### config.mk
export PLATFORM = sky130hd
export DESIGN_NAME = bitmap_page_allocator
export DESIGN_NICKNAME = d
export VERILOG_FILES = /design/src/hdl/bpa_pkg.sv /design/src/hdl/bitmap_page_allocator.sv /design/src/hdl/bpa_bitmap.sv
export SDC_FILE = /design/constraint.sdc
export NUM_CORES = 1
export LEC_CHECK = 0
export ABC_AREA = 1
export BUFFER_PORTS_ARGS = -buffer_cell sky130_fd_sc_hd__buf_2
export CAP_MARGIN = 10
export CORE_ASPECT_RATIO = 0.6
export CORE_MARGIN = 4
export CORE_UTILIZATION = 45
export CTS_BUF_LIST = sky130_fd_sc_hd__clkbuf_8
export CTS_CLUSTER_SIZE = 10
export DETAILED_ROUTE_END_ITERATION = 12
export PLACE_DENSITY = 0.61
export SYNTH_ARGS = -nofsm -noshare
export SYNTH_HDL_FRONTEND = slang
export SYNTH_SLANG_ARGS = --single-unit
### constraint.sdc
create_clock -name clk -period 7.67 [get_ports clk]
set_clock_uncertainty 0.1 [all_clocks]
set_input_delay 1.9175 -clock clk [delete_from_list [all_inputs] [get_ports clk]]
set_output_delay 1.9175 -clock clk [all_outputs]
set_load 0.03 [all_outputs]
### src/hdl/bpa_pkg.sv
// bpa_pkg: shared constants, status codes and a helper function of the
// bitmap page allocator. No dependencies.
`timescale 1ns / 1ps
`default_nettype none

package bpa_pkg;

	localparam int ADDR_W     = 48;
	localparam int INDEX_W    = 6;
	localparam int STATUS_W   = 3;
	localparam int USED_W     = 7;
	localparam int WORD_W     = 32;
	localparam int BIT_W      = $clog2(WORD_W);
	localparam int PAGE_BYTES = 4096;
	localparam int PAGE_SHIFT = $clog2(PAGE_BYTES);

	localparam logic [STATUS_W-1:0] ST_OK            = 3'd0;
	localparam logic [STATUS_W-1:0] ST_NOMEM         = 3'd1;
	localparam logic [STATUS_W-1:0] ST_MISALIGNED    = 3'd2;
	localparam logic [STATUS_W-1:0] ST_NOT_ALLOCATED = 3'd3;
	localparam logic [STATUS_W-1:0] ST_RANGE         = 3'd4;

	localparam logic CMD_ALLOC = 1'b0;
	localparam logic CMD_FREE  = 1'b1;

	typedef logic [WORD_W-1:0] word_t;

	// position of the lowest clear bit, zero when the word is all ones
	function automatic logic [BIT_W-1:0] lowest_zero(input word_t w);
		logic [BIT_W-1:0] pos;
		pos = '0;
		for (int i = WORD_W - 1; i >= 0; i--) begin
			if (!w[i]) begin
				pos = BIT_W'(i);
			end
		end
		return pos;
	endfunction

endpackage

`default_nettype wire

### src/hdl/bitmap_page_allocator.sv
// Allocate: first-fit scan of 1 to PAGE_COUNT/32 (rounded up) bitmap words, then the address sum;
// allocate on a full pool skips the scan; one word per cycle goes through the lowest-clear finder.
// Free: subtract, range check, bitmap read, bitmap write; ends at the check if misaligned/out of range.
// One command at a time; in_stall is high until the result sits in the output register.
// Reset clears state and count at once; bitmap rows carry valid flags, no clearing pass.
// bitmap_page_allocator: top level, sequencer and result register. Depends on bpa_pkg, bpa_bitmap.
`timescale 1ns / 1ps
`default_nettype none

module bitmap_page_allocator
	import bpa_pkg::*;
#(
	parameter int PAGE_COUNT = 64
) (
	input  wire                 clk,
	input  wire                 arst_n,
	input  wire                 cfg_wr_en,
	input  wire  [ADDR_W-1:0]   cfg_wr_data,
	input  wire                 in_valid,
	output logic                in_stall,
	input  wire                 cmd,
	input  wire  [ADDR_W-1:0]   free_address,
	output logic                out_valid,
	input  wire                 out_stall,
	output logic [ADDR_W-1:0]   page_address,
	output logic [INDEX_W-1:0]  page_index,
	output logic [STATUS_W-1:0] status,
	output logic [USED_W-1:0]   used_count
);

	localparam int NUM_WORDS = (PAGE_COUNT + WORD_W - 1) / WORD_W;
	localparam int WIDX_W    = (NUM_WORDS > 1) ? $clog2(NUM_WORDS) : 1;
	localparam int SLOT_W    = WIDX_W + BIT_W;
	localparam int CNT_W     = $clog2(PAGE_COUNT + 1);
	localparam int HI_W      = ADDR_W - PAGE_SHIFT;
	localparam int LAST_BITS = PAGE_COUNT - (NUM_WORDS - 1) * WORD_W;
	localparam word_t LAST_PAD = {WORD_W{1'b1}} << LAST_BITS;

	localparam logic [2:0] S_IDLE      = 3'd0;
	localparam logic [2:0] S_FREE_CHK  = 3'd1;
	localparam logic [2:0] S_FREE_RD   = 3'd2;
	localparam logic [2:0] S_SCAN      = 3'd3;
	localparam logic [2:0] S_ALLOC_ADR = 3'd4;
	localparam logic [2:0] S_FINISH    = 3'd5;

	logic [2:0]          state_q;
	logic [ADDR_W-1:0]   base_q;
	logic [CNT_W-1:0]    cnt_q;
	logic [WIDX_W-1:0]   word_q;
	logic [SLOT_W-1:0]   slot_q;
	logic [ADDR_W-1:0]   diff_q;
	logic                borrow_q;
	logic                misal_q;
	logic [ADDR_W-1:0]   res_addr_q;
	logic [INDEX_W-1:0]  res_idx_q;
	logic [STATUS_W-1:0] res_status_q;
	logic                out_valid_q;
	logic [ADDR_W-1:0]   page_address_q;
	logic [INDEX_W-1:0]  page_index_q;
	logic [STATUS_W-1:0] status_q;
	logic [USED_W-1:0]   used_count_q;

	logic                in_xfer;
	logic                out_free;
	logic [ADDR_W:0]     diff_full;
	logic                full;
	logic                wr_en;
	logic [WIDX_W-1:0]   wr_row;
	word_t               wr_data;
	logic [WIDX_W-1:0]   rd_row;
	word_t               rd_word;
	word_t               scan_word;
	logic [BIT_W-1:0]    zero_pos;
	logic [SLOT_W-1:0]   chk_slot;
	logic [CNT_W+USED_W-1:0] cnt_ext;

	assign in_stall  = (state_q != S_IDLE);
	assign in_xfer   = in_valid && !in_stall;
	assign out_free  = !out_valid_q || !out_stall;
	assign diff_full = {1'b0, free_address} - {1'b0, base_q};
	assign full      = (cnt_q == CNT_W'(PAGE_COUNT));
	assign chk_slot  = diff_q[PAGE_SHIFT +: SLOT_W];

	// pad bits past the pool in the last word read as taken
	assign scan_word = rd_word | ((word_q == WIDX_W'(NUM_WORDS - 1)) ? LAST_PAD : '0);
	assign zero_pos  = lowest_zero(scan_word);

	always_comb begin
		rd_row  = '0;
		wr_en   = 1'b0;
		wr_row  = word_q;
		wr_data = rd_word;
		case (state_q)
			S_FREE_CHK: begin
				rd_row = chk_slot[SLOT_W-1 -: WIDX_W];
			end
			S_FREE_RD: begin
				wr_row  = slot_q[SLOT_W-1 -: WIDX_W];
				wr_en   = rd_word[slot_q[BIT_W-1:0]];
				wr_data = rd_word & ~(WORD_W'(1) << slot_q[BIT_W-1:0]);
			end
			S_SCAN: begin
				rd_row  = word_q + 1'b1;
				wr_en   = (~scan_word != '0);
				wr_data = rd_word | (WORD_W'(1) << zero_pos);
			end
			default: begin
				rd_row = '0;
			end
		endcase
	end

	bpa_bitmap #(
		.ROWS   (NUM_WORDS),
		.ROW_AW (WIDX_W)
	) u_bitmap (
		.clk     (clk),
		.arst_n  (arst_n),
		.wr_en   (wr_en),
		.wr_row  (wr_row),
		.wr_data (wr_data),
		.rd_row  (rd_row),
		.rd_data (rd_word)
	);

	always_ff @(posedge clk or negedge arst_n) begin
		if (!arst_n) begin
			base_q  <= '0;
		end else if (cfg_wr_en) begin
			base_q  <= cfg_wr_data;
		end
	end

	always_ff @(posedge clk or negedge arst_n) begin
		if (!arst_n) begin
			state_q     <= S_IDLE;
			cnt_q       <= '0;
			out_valid_q <= 1'b0;
		end else begin
			if (out_valid_q && !out_stall) begin
				out_valid_q <= 1'b0;
			end
			case (state_q)
				S_IDLE: begin
					if (in_xfer) begin
						if (cmd == CMD_FREE) begin
							state_q <= S_FREE_CHK;
						end else if (full) begin
							state_q <= S_FINISH;
						end else begin
							state_q <= S_SCAN;
						end
					end
				end
				S_FREE_CHK: begin
					if (misal_q || borrow_q ||
					    diff_q[ADDR_W-1:PAGE_SHIFT] >= HI_W'(PAGE_COUNT)) begin
						state_q <= S_FINISH;
					end else begin
						state_q <= S_FREE_RD;
					end
				end
				S_FREE_RD: begin
					if (wr_en) begin
						cnt_q <= cnt_q - 1'b1;
					end
					state_q <= S_FINISH;
				end
				S_SCAN: begin
					if (wr_en) begin
						cnt_q   <= cnt_q + 1'b1;
						state_q <= S_ALLOC_ADR;
					end
				end
				S_ALLOC_ADR: begin
					state_q <= S_FINISH;
				end
				S_FINISH: begin
					if (out_free) begin
						out_valid_q <= 1'b1;
						state_q     <= S_IDLE;
					end
				end
				default: begin
					state_q <= S_IDLE;
				end
			endcase
		end
	end

	assign cnt_ext = {{USED_W{1'b0}}, cnt_q};

	// working and result payload, no reset needed
	always_ff @(posedge clk) begin
		case (state_q)
			S_IDLE: begin
				diff_q       <= diff_full[ADDR_W-1:0];
				borrow_q     <= diff_full[ADDR_W];
				misal_q      <= |free_address[PAGE_SHIFT-1:0];
				word_q       <= '0;
				res_addr_q   <= '0;
				res_idx_q    <= '0;
				res_status_q <= ST_NOMEM;
			end
			S_FREE_CHK: begin
				slot_q <= chk_slot;
				if (misal_q) begin
					res_status_q <= ST_MISALIGNED;
				end else begin
					res_status_q <= ST_RANGE;
				end
			end
			S_FREE_RD: begin
				res_idx_q    <= slot_q[INDEX_W-1:0];
				res_status_q <= wr_en ? ST_OK : ST_NOT_ALLOCATED;
			end
			S_SCAN: begin
				slot_q <= {word_q, zero_pos};
				word_q <= word_q + 1'b1;
			end
			S_ALLOC_ADR: begin
				res_addr_q   <= base_q + ADDR_W'({slot_q, {PAGE_SHIFT{1'b0}}});
				res_idx_q    <= slot_q[INDEX_W-1:0];
				res_status_q <= ST_OK;
			end
			S_FINISH: begin
				if (out_free) begin
					page_address_q <= res_addr_q;
					page_index_q   <= res_idx_q;
					status_q       <= res_status_q;
					used_count_q   <= cnt_ext[USED_W-1:0];
				end
			end
			default: begin
				word_q <= '0;
			end
		endcase
	end

	assign out_valid    = out_valid_q;
	assign page_address = page_address_q;
	assign page_index   = page_index_q;
	assign status       = status_q;
	assign used_count   = used_count_q;

	a_cnt_bound: assert property (@(posedge clk) disable iff (!arst_n)
		cnt_q <= CNT_W'(PAGE_COUNT))
		else $error("used page count above pool size");

	a_scan_in_pool: assert property (@(posedge clk) disable iff (!arst_n)
		state_q == S_SCAN |-> word_q <= WIDX_W'(NUM_WORDS - 1))
		else $error("first-fit scan ran past the last bitmap word");

	a_cnt_step: assert property (@(posedge clk) disable iff (!arst_n)
		(cnt_q == $past(cnt_q)) || (cnt_q == $past(cnt_q) + 1'b1) ||
		(cnt_q == $past(cnt_q) - 1'b1))
		else $error("used page count moved by more than one");

	a_finish_loads: assert property (@(posedge clk) disable iff (!arst_n)
		(state_q == S_FINISH && out_free) |=> (out_valid_q && state_q == S_IDLE))
		else $error("finished command did not reach the output register");

	a_full_no_scan: assert property (@(posedge clk) disable iff (!arst_n)
		(in_xfer && cmd == CMD_ALLOC && full) |=> state_q == S_FINISH)
		else $error("scan started on a full pool");

endmodule

`default_nettype wire

### src/hdl/bpa_bitmap.sv
// bpa_bitmap: word-wide allocation bitmap memory with a registered read port
// and one valid flag per row so that reset reads every page as free.
// Depends on bpa_pkg.
`timescale 1ns / 1ps
`default_nettype none

module bpa_bitmap
	import bpa_pkg::*;
#(
	parameter int ROWS   = 2,
	parameter int ROW_AW = 1
) (
	input  wire                clk,
	input  wire                arst_n,
	input  wire                wr_en,
	input  wire   [ROW_AW-1:0] wr_row,
	input  wire   word_t       wr_data,
	input  wire   [ROW_AW-1:0] rd_row,
	output word_t              rd_data
);

	word_t            mem [ROWS];
	logic  [ROWS-1:0] row_valid_q;
	word_t            rd_mem_q;
	logic             rd_vld_q;

	always_ff @(posedge clk) begin
		if (wr_en) begin
			mem[wr_row] <= wr_data;
		end
		rd_mem_q <= mem[rd_row];
	end

	always_ff @(posedge clk or negedge arst_n) begin
		if (!arst_n) begin
			row_valid_q <= '0;
			rd_vld_q    <= 1'b0;
		end else begin
			if (wr_en) begin
				row_valid_q[wr_row] <= 1'b1;
			end
			rd_vld_q <= row_valid_q[rd_row];
		end
	end

	// a row never written since reset holds only free pages
	assign rd_data = rd_vld_q ? rd_mem_q : '0;

endmodule

`default_nettype wire
==> flow_summary.toml <==
[critical_path]
critPathLaunch = "state_q[0]$_DFFE_PN0P_"
worst-path-buf-inv = 4
crit_arrival_ns = 3.39
cp_data_required_time_ns = 5.65
r2r_slack_ns = 3.23
timing_worst_setup_path_type = "reg -> out"
critPathCaptureType = "output port"
crit_slowest_cell = "sky130_fd_sc_hd__nor2_4"
cp_cell_instances = "nor2_4 -> buf_4 -> inv_1 -> nor2_4 -> inv_1 -> buf_2"
worst_path_largest_cell_delay_ns = 0.94
worstReg2RegStart = "state_q[2]$_DFFE_PN0P_"
worst_path_dominant_cell_family = "buffers and inverters"
timing.critical_path.from_type = "register"
worst-path-max-fanout = 49

[run_status]
status = "complete, no violations"

[global_routing]
grt_remaining_overflow = 0
wire_length_of_the_first_global_routing_pass_um = 73200
grtUsageTotal_pct = 25.2
grt_start_max_net_pins = 97
grt_antenna_before_repair = 0
via_count_of_the_first_global_routing_pass = 11500

[pwr]
vdd_ir_drop_max_mv = 0.261
pwr_density_cell_nw_per_um2 = 362
p_int_mw = 3.99
switchingPower_mw = 2.53
p_clk_share_pct = 22.3
power.share.switching_pct = 38.8
power.sequential.fraction_pct = 44.4
pwr-share-comb_pct = 33.2
power_mw = 6.52
total_leakage_power_nw = 7.51

[job]
drv.max_cap_violation_count = 0

[sta]
achievable-frequency_mhz = 185
hold_violations = 0
fin_crit_sh_pct = 70.5
slew_viol_final = 0
finalWorstSetupSlack_ns = 2.27
grt_setup_unrepaired = "no"
max-slew-margin-rel_pct = 20.6
whs_ns = 0.318
setup_tns_ns = 0
worst_slew_pin_slew_ns = 1.19
period_minus_slack_ns = 5.40
final_number_of_setup_violating_endpoints = 0

[detailed_routing]
highest-signal-layer = "met4"
drt-met1-wl_um = 25200
dr.pass1.iters = 6
wl_met3_um = 5220
met2_length_um = 18300
wl_per_cell_um = 22.1
drt_drc_violations_left = 0
totalWireLength_um = 49200
count_of_nets_left_with_antenna_violations_after_detail_routing = 0
detail_route.vias_per_cell = 5.49
drt-initial-drc-count = 1340
num_vias = 12200

[cells_and_area]
final_cell_mix = "sky130_fd_sc_hd__nand2_1 (282), sky130_fd_sc_hd__edfxtp_1 (230), sky130_fd_sc_hd__inv_1 (176), sky130_fd_sc_hd__buf_2 (166), sky130_fd_sc_hd__nor2_1 (128)"
num_antenna_cells = 0
layout.cells.most_common = "sky130_fd_sc_hd__nand2_1"
drive_above_1_share_pct = 18.6
layout-area-overhead-vs-synth_pct = 15.3
final_nets = 1889

[clock_network]
postCtsHoldBufs = 0
tritoncts_buffers = 49
clock_tree_root = "sky130_fd_sc_hd__clkbuf_8"
ctsHtreeMaxLevel = 2
clock_path_buffers = 3
tritoncts = "done"
postCtsSetupRepairBufs = 0
path_clk_slew_ns = 0.07
post_cts.resized_instances = 0
cts_num_sinks = 324
clk-insertion-delay-late_ns = 0.60

[logic_synthesis]
syn-instance-count = 1529
postSynthAreaPerCell_um2 = 10.2
yosys_warnings = 0
synth.ff_latch_count = 324
mappedNetlistArea_um2 = 15600
synth_seq_area_share_pct = 58.3
synth_edf_count = 230
asyncSetResetFlopFracSynth_pct = 19.1
syn-num-nets = 1691
dominantRegCellSynth = "sky130_fd_sc_hd__edfxtp_1"
post_synth_num_cell_types = 51

[min_path]
hold_start = "res_addr_q[3]$_SDFFCE_PN0P_"
hp-class = "reg -> reg"

[placed_design]
place.port_buffers = 167
dpl.hpwl_um = 37200
place_worst_setup_slack_ns = 2.37
gp_routability_congestion = 0.973

[die]
die_h_um = 152
die_area_um2 = 37800
std_cell_rows = 52
design.portCount = 168
placeable_core_area_um2 = 34000
initial_core_util_pct = 46.0
chipWidth_um = 248
kinds of logic after synthesis:
kind of cell    after synthesis  synth area share (%)
xor+xnor                     42                  2.36
simple gates                557                  15.7
buf+inv                     204                  4.98
compound gates              310                  11.5
flops                       324                  58.3
mux                          32                  2.31
fa+ha+maj                    60                  4.90
cells in the mapped netlist, types with 2 or more instances:
| master | count | area, um^2 |
|---|---|---|
| sky130_fd_sc_hd__nor4_1 | 17 | 106 |
| sky130_fd_sc_hd__o31ai_1 | 5 | 37.5 |
| sky130_fd_sc_hd__a211oi_1 | 2 | 15.0 |
| sky130_fd_sc_hd__a31oi_1 | 17 | 106 |
| sky130_fd_sc_hd__o21ai_2 | 2 | 17.5 |
| sky130_fd_sc_hd__a41oi_1 | 3 | 26.3 |
| sky130_fd_sc_hd__nand3_1 | 48 | 240 |
| sky130_fd_sc_hd__o21bai_1 | 20 | 150 |
| sky130_fd_sc_hd__a21oi_1 | 100 | 500 |
| sky130_fd_sc_hd__o21ai_0 | 110 | 551 |
| sky130_fd_sc_hd__o22ai_1 | 3 | 18.8 |
| sky130_fd_sc_hd__xnor2_1 | 11 | 96.3 |
| sky130_fd_sc_hd__ha_1 | 58 | 726 |
| sky130_fd_sc_hd__clkbuf_1 | 25 | 93.8 |
| sky130_fd_sc_hd__mux2_2 | 32 | 360 |
| sky130_fd_sc_hd__nor2_4 | 7 | 78.8 |
| sky130_fd_sc_hd__nor2_1 | 132 | 495 |
| sky130_fd_sc_hd__nand4_1 | 19 | 119 |
| sky130_fd_sc_hd__inv_1 | 169 | 634 |
| sky130_fd_sc_hd__dfrtp_1 | 62 | 1550 |
| sky130_fd_sc_hd__nand2_2 | 7 | 43.8 |
| sky130_fd_sc_hd__nor3_1 | 22 | 110 |
| sky130_fd_sc_hd__or2_2 | 4 | 25.0 |
| sky130_fd_sc_hd__inv_2 | 2 | 7.51 |
| sky130_fd_sc_hd__a21oi_2 | 4 | 35.0 |
| sky130_fd_sc_hd__o21ai_1 | 6 | 30.0 |
| sky130_fd_sc_hd__nor2_2 | 8 | 50.1 |
| sky130_fd_sc_hd__o2111ai_1 | 3 | 26.3 |
| sky130_fd_sc_hd__o21a_1 | 5 | 37.5 |
| sky130_fd_sc_hd__xor2_1 | 31 | 272 |
| sky130_fd_sc_hd__a21boi_0 | 4 | 30.0 |
| sky130_fd_sc_hd__a21o_1 | 7 | 52.6 |
| sky130_fd_sc_hd__nor4_4 | 2 | 42.5 |
| sky130_fd_sc_hd__nor3_2 | 3 | 30.0 |
| sky130_fd_sc_hd__nand2_1 | 282 | 1060 |
| sky130_fd_sc_hd__fa_1 | 2 | 40.0 |
| sky130_fd_sc_hd__o221ai_1 | 7 | 61.3 |
| sky130_fd_sc_hd__nand3_2 | 4 | 40.0 |
| sky130_fd_sc_hd__a221oi_1 | 2 | 17.5 |
| sky130_fd_sc_hd__dfxtp_1 | 32 | 641 |
| sky130_fd_sc_hd__edfxtp_1 | 230 | 6910 |
| sky130_fd_sc_hd__o211ai_1 | 8 | 60.1 |
| sky130_fd_sc_hd__clkinv_1 | 4 | 15.0 |
layer usage:
metal / vias to the layer above / global-route usage (%)
met5: - / 0
met4: 0 / 3.63
met3: 46 / 6.89
met2: 610 / 31.5
met1: 5844 / 43.1
li1: 5717 / -
final timing paths:
kind | cells past startpoint | to
setup / recovery | 6 | in_stall
hold / removal | 0 | page_address[3]$_DFFE_PP_
setup reg to reg | 12 | u_bitmap.mem[1][13]$_DFFE_PP_
hold reg to reg | 0 | page_address[3]$_DFFE_PP_
max in group asynchronous | 1 | base_q[12]$_DFFE_PN0P_
min in group asynchronous | 1 | out_valid$_DFF_PN0_
state kept, by name (all words and copies together), names as in the netlist, 6 cells and up:
register	cells
u_bitmap.mem	64
base_q	48
page_address	48
res_addr_q	48
diff_q	36
u_bitmap.rd_mem_q	32
cnt_q	7
used_count	7
page_index	6
res_idx_q	6
slot_q	6
power by group through the flow:
stage	Clock [mW]	Combinational, mW	Sequential, mW
after CTS	1.50	2.13	2.89
final	1.46	2.17	2.90
after global routing	1.58	2.34	2.94
after floorplan	0	1.22	3.03
after detailed placement	0	2.12	2.92
after global placement	0	2.11	2.91
final cells by class:
cell class | count | area [um^2]
Clock inverter | 38 | 251
Inverter | 177 | 671
Timing Repair Buffer | 174 | 891
Tap cell | 459 | 574
Clock buffer | 54 | 743
Sequential cell | 324 | 9100
Multi-Input combinational cell | 1001 | 5770
Fill cell | 3075 | 16000
metrics by stage:
step	std cells	util (%)	cell area, um^2
4_1_cts	2227	53.0	18000
5_1_grt	2227	53.0	18000
2_1_floorplan	1529	-	15600
3_5_place_dp	2135	50.1	17000
3_3_place_gp	2135	50.1	17000
6_report	2227	53.0	18000
Note: power is estimated with default switching activity, not from simulation.
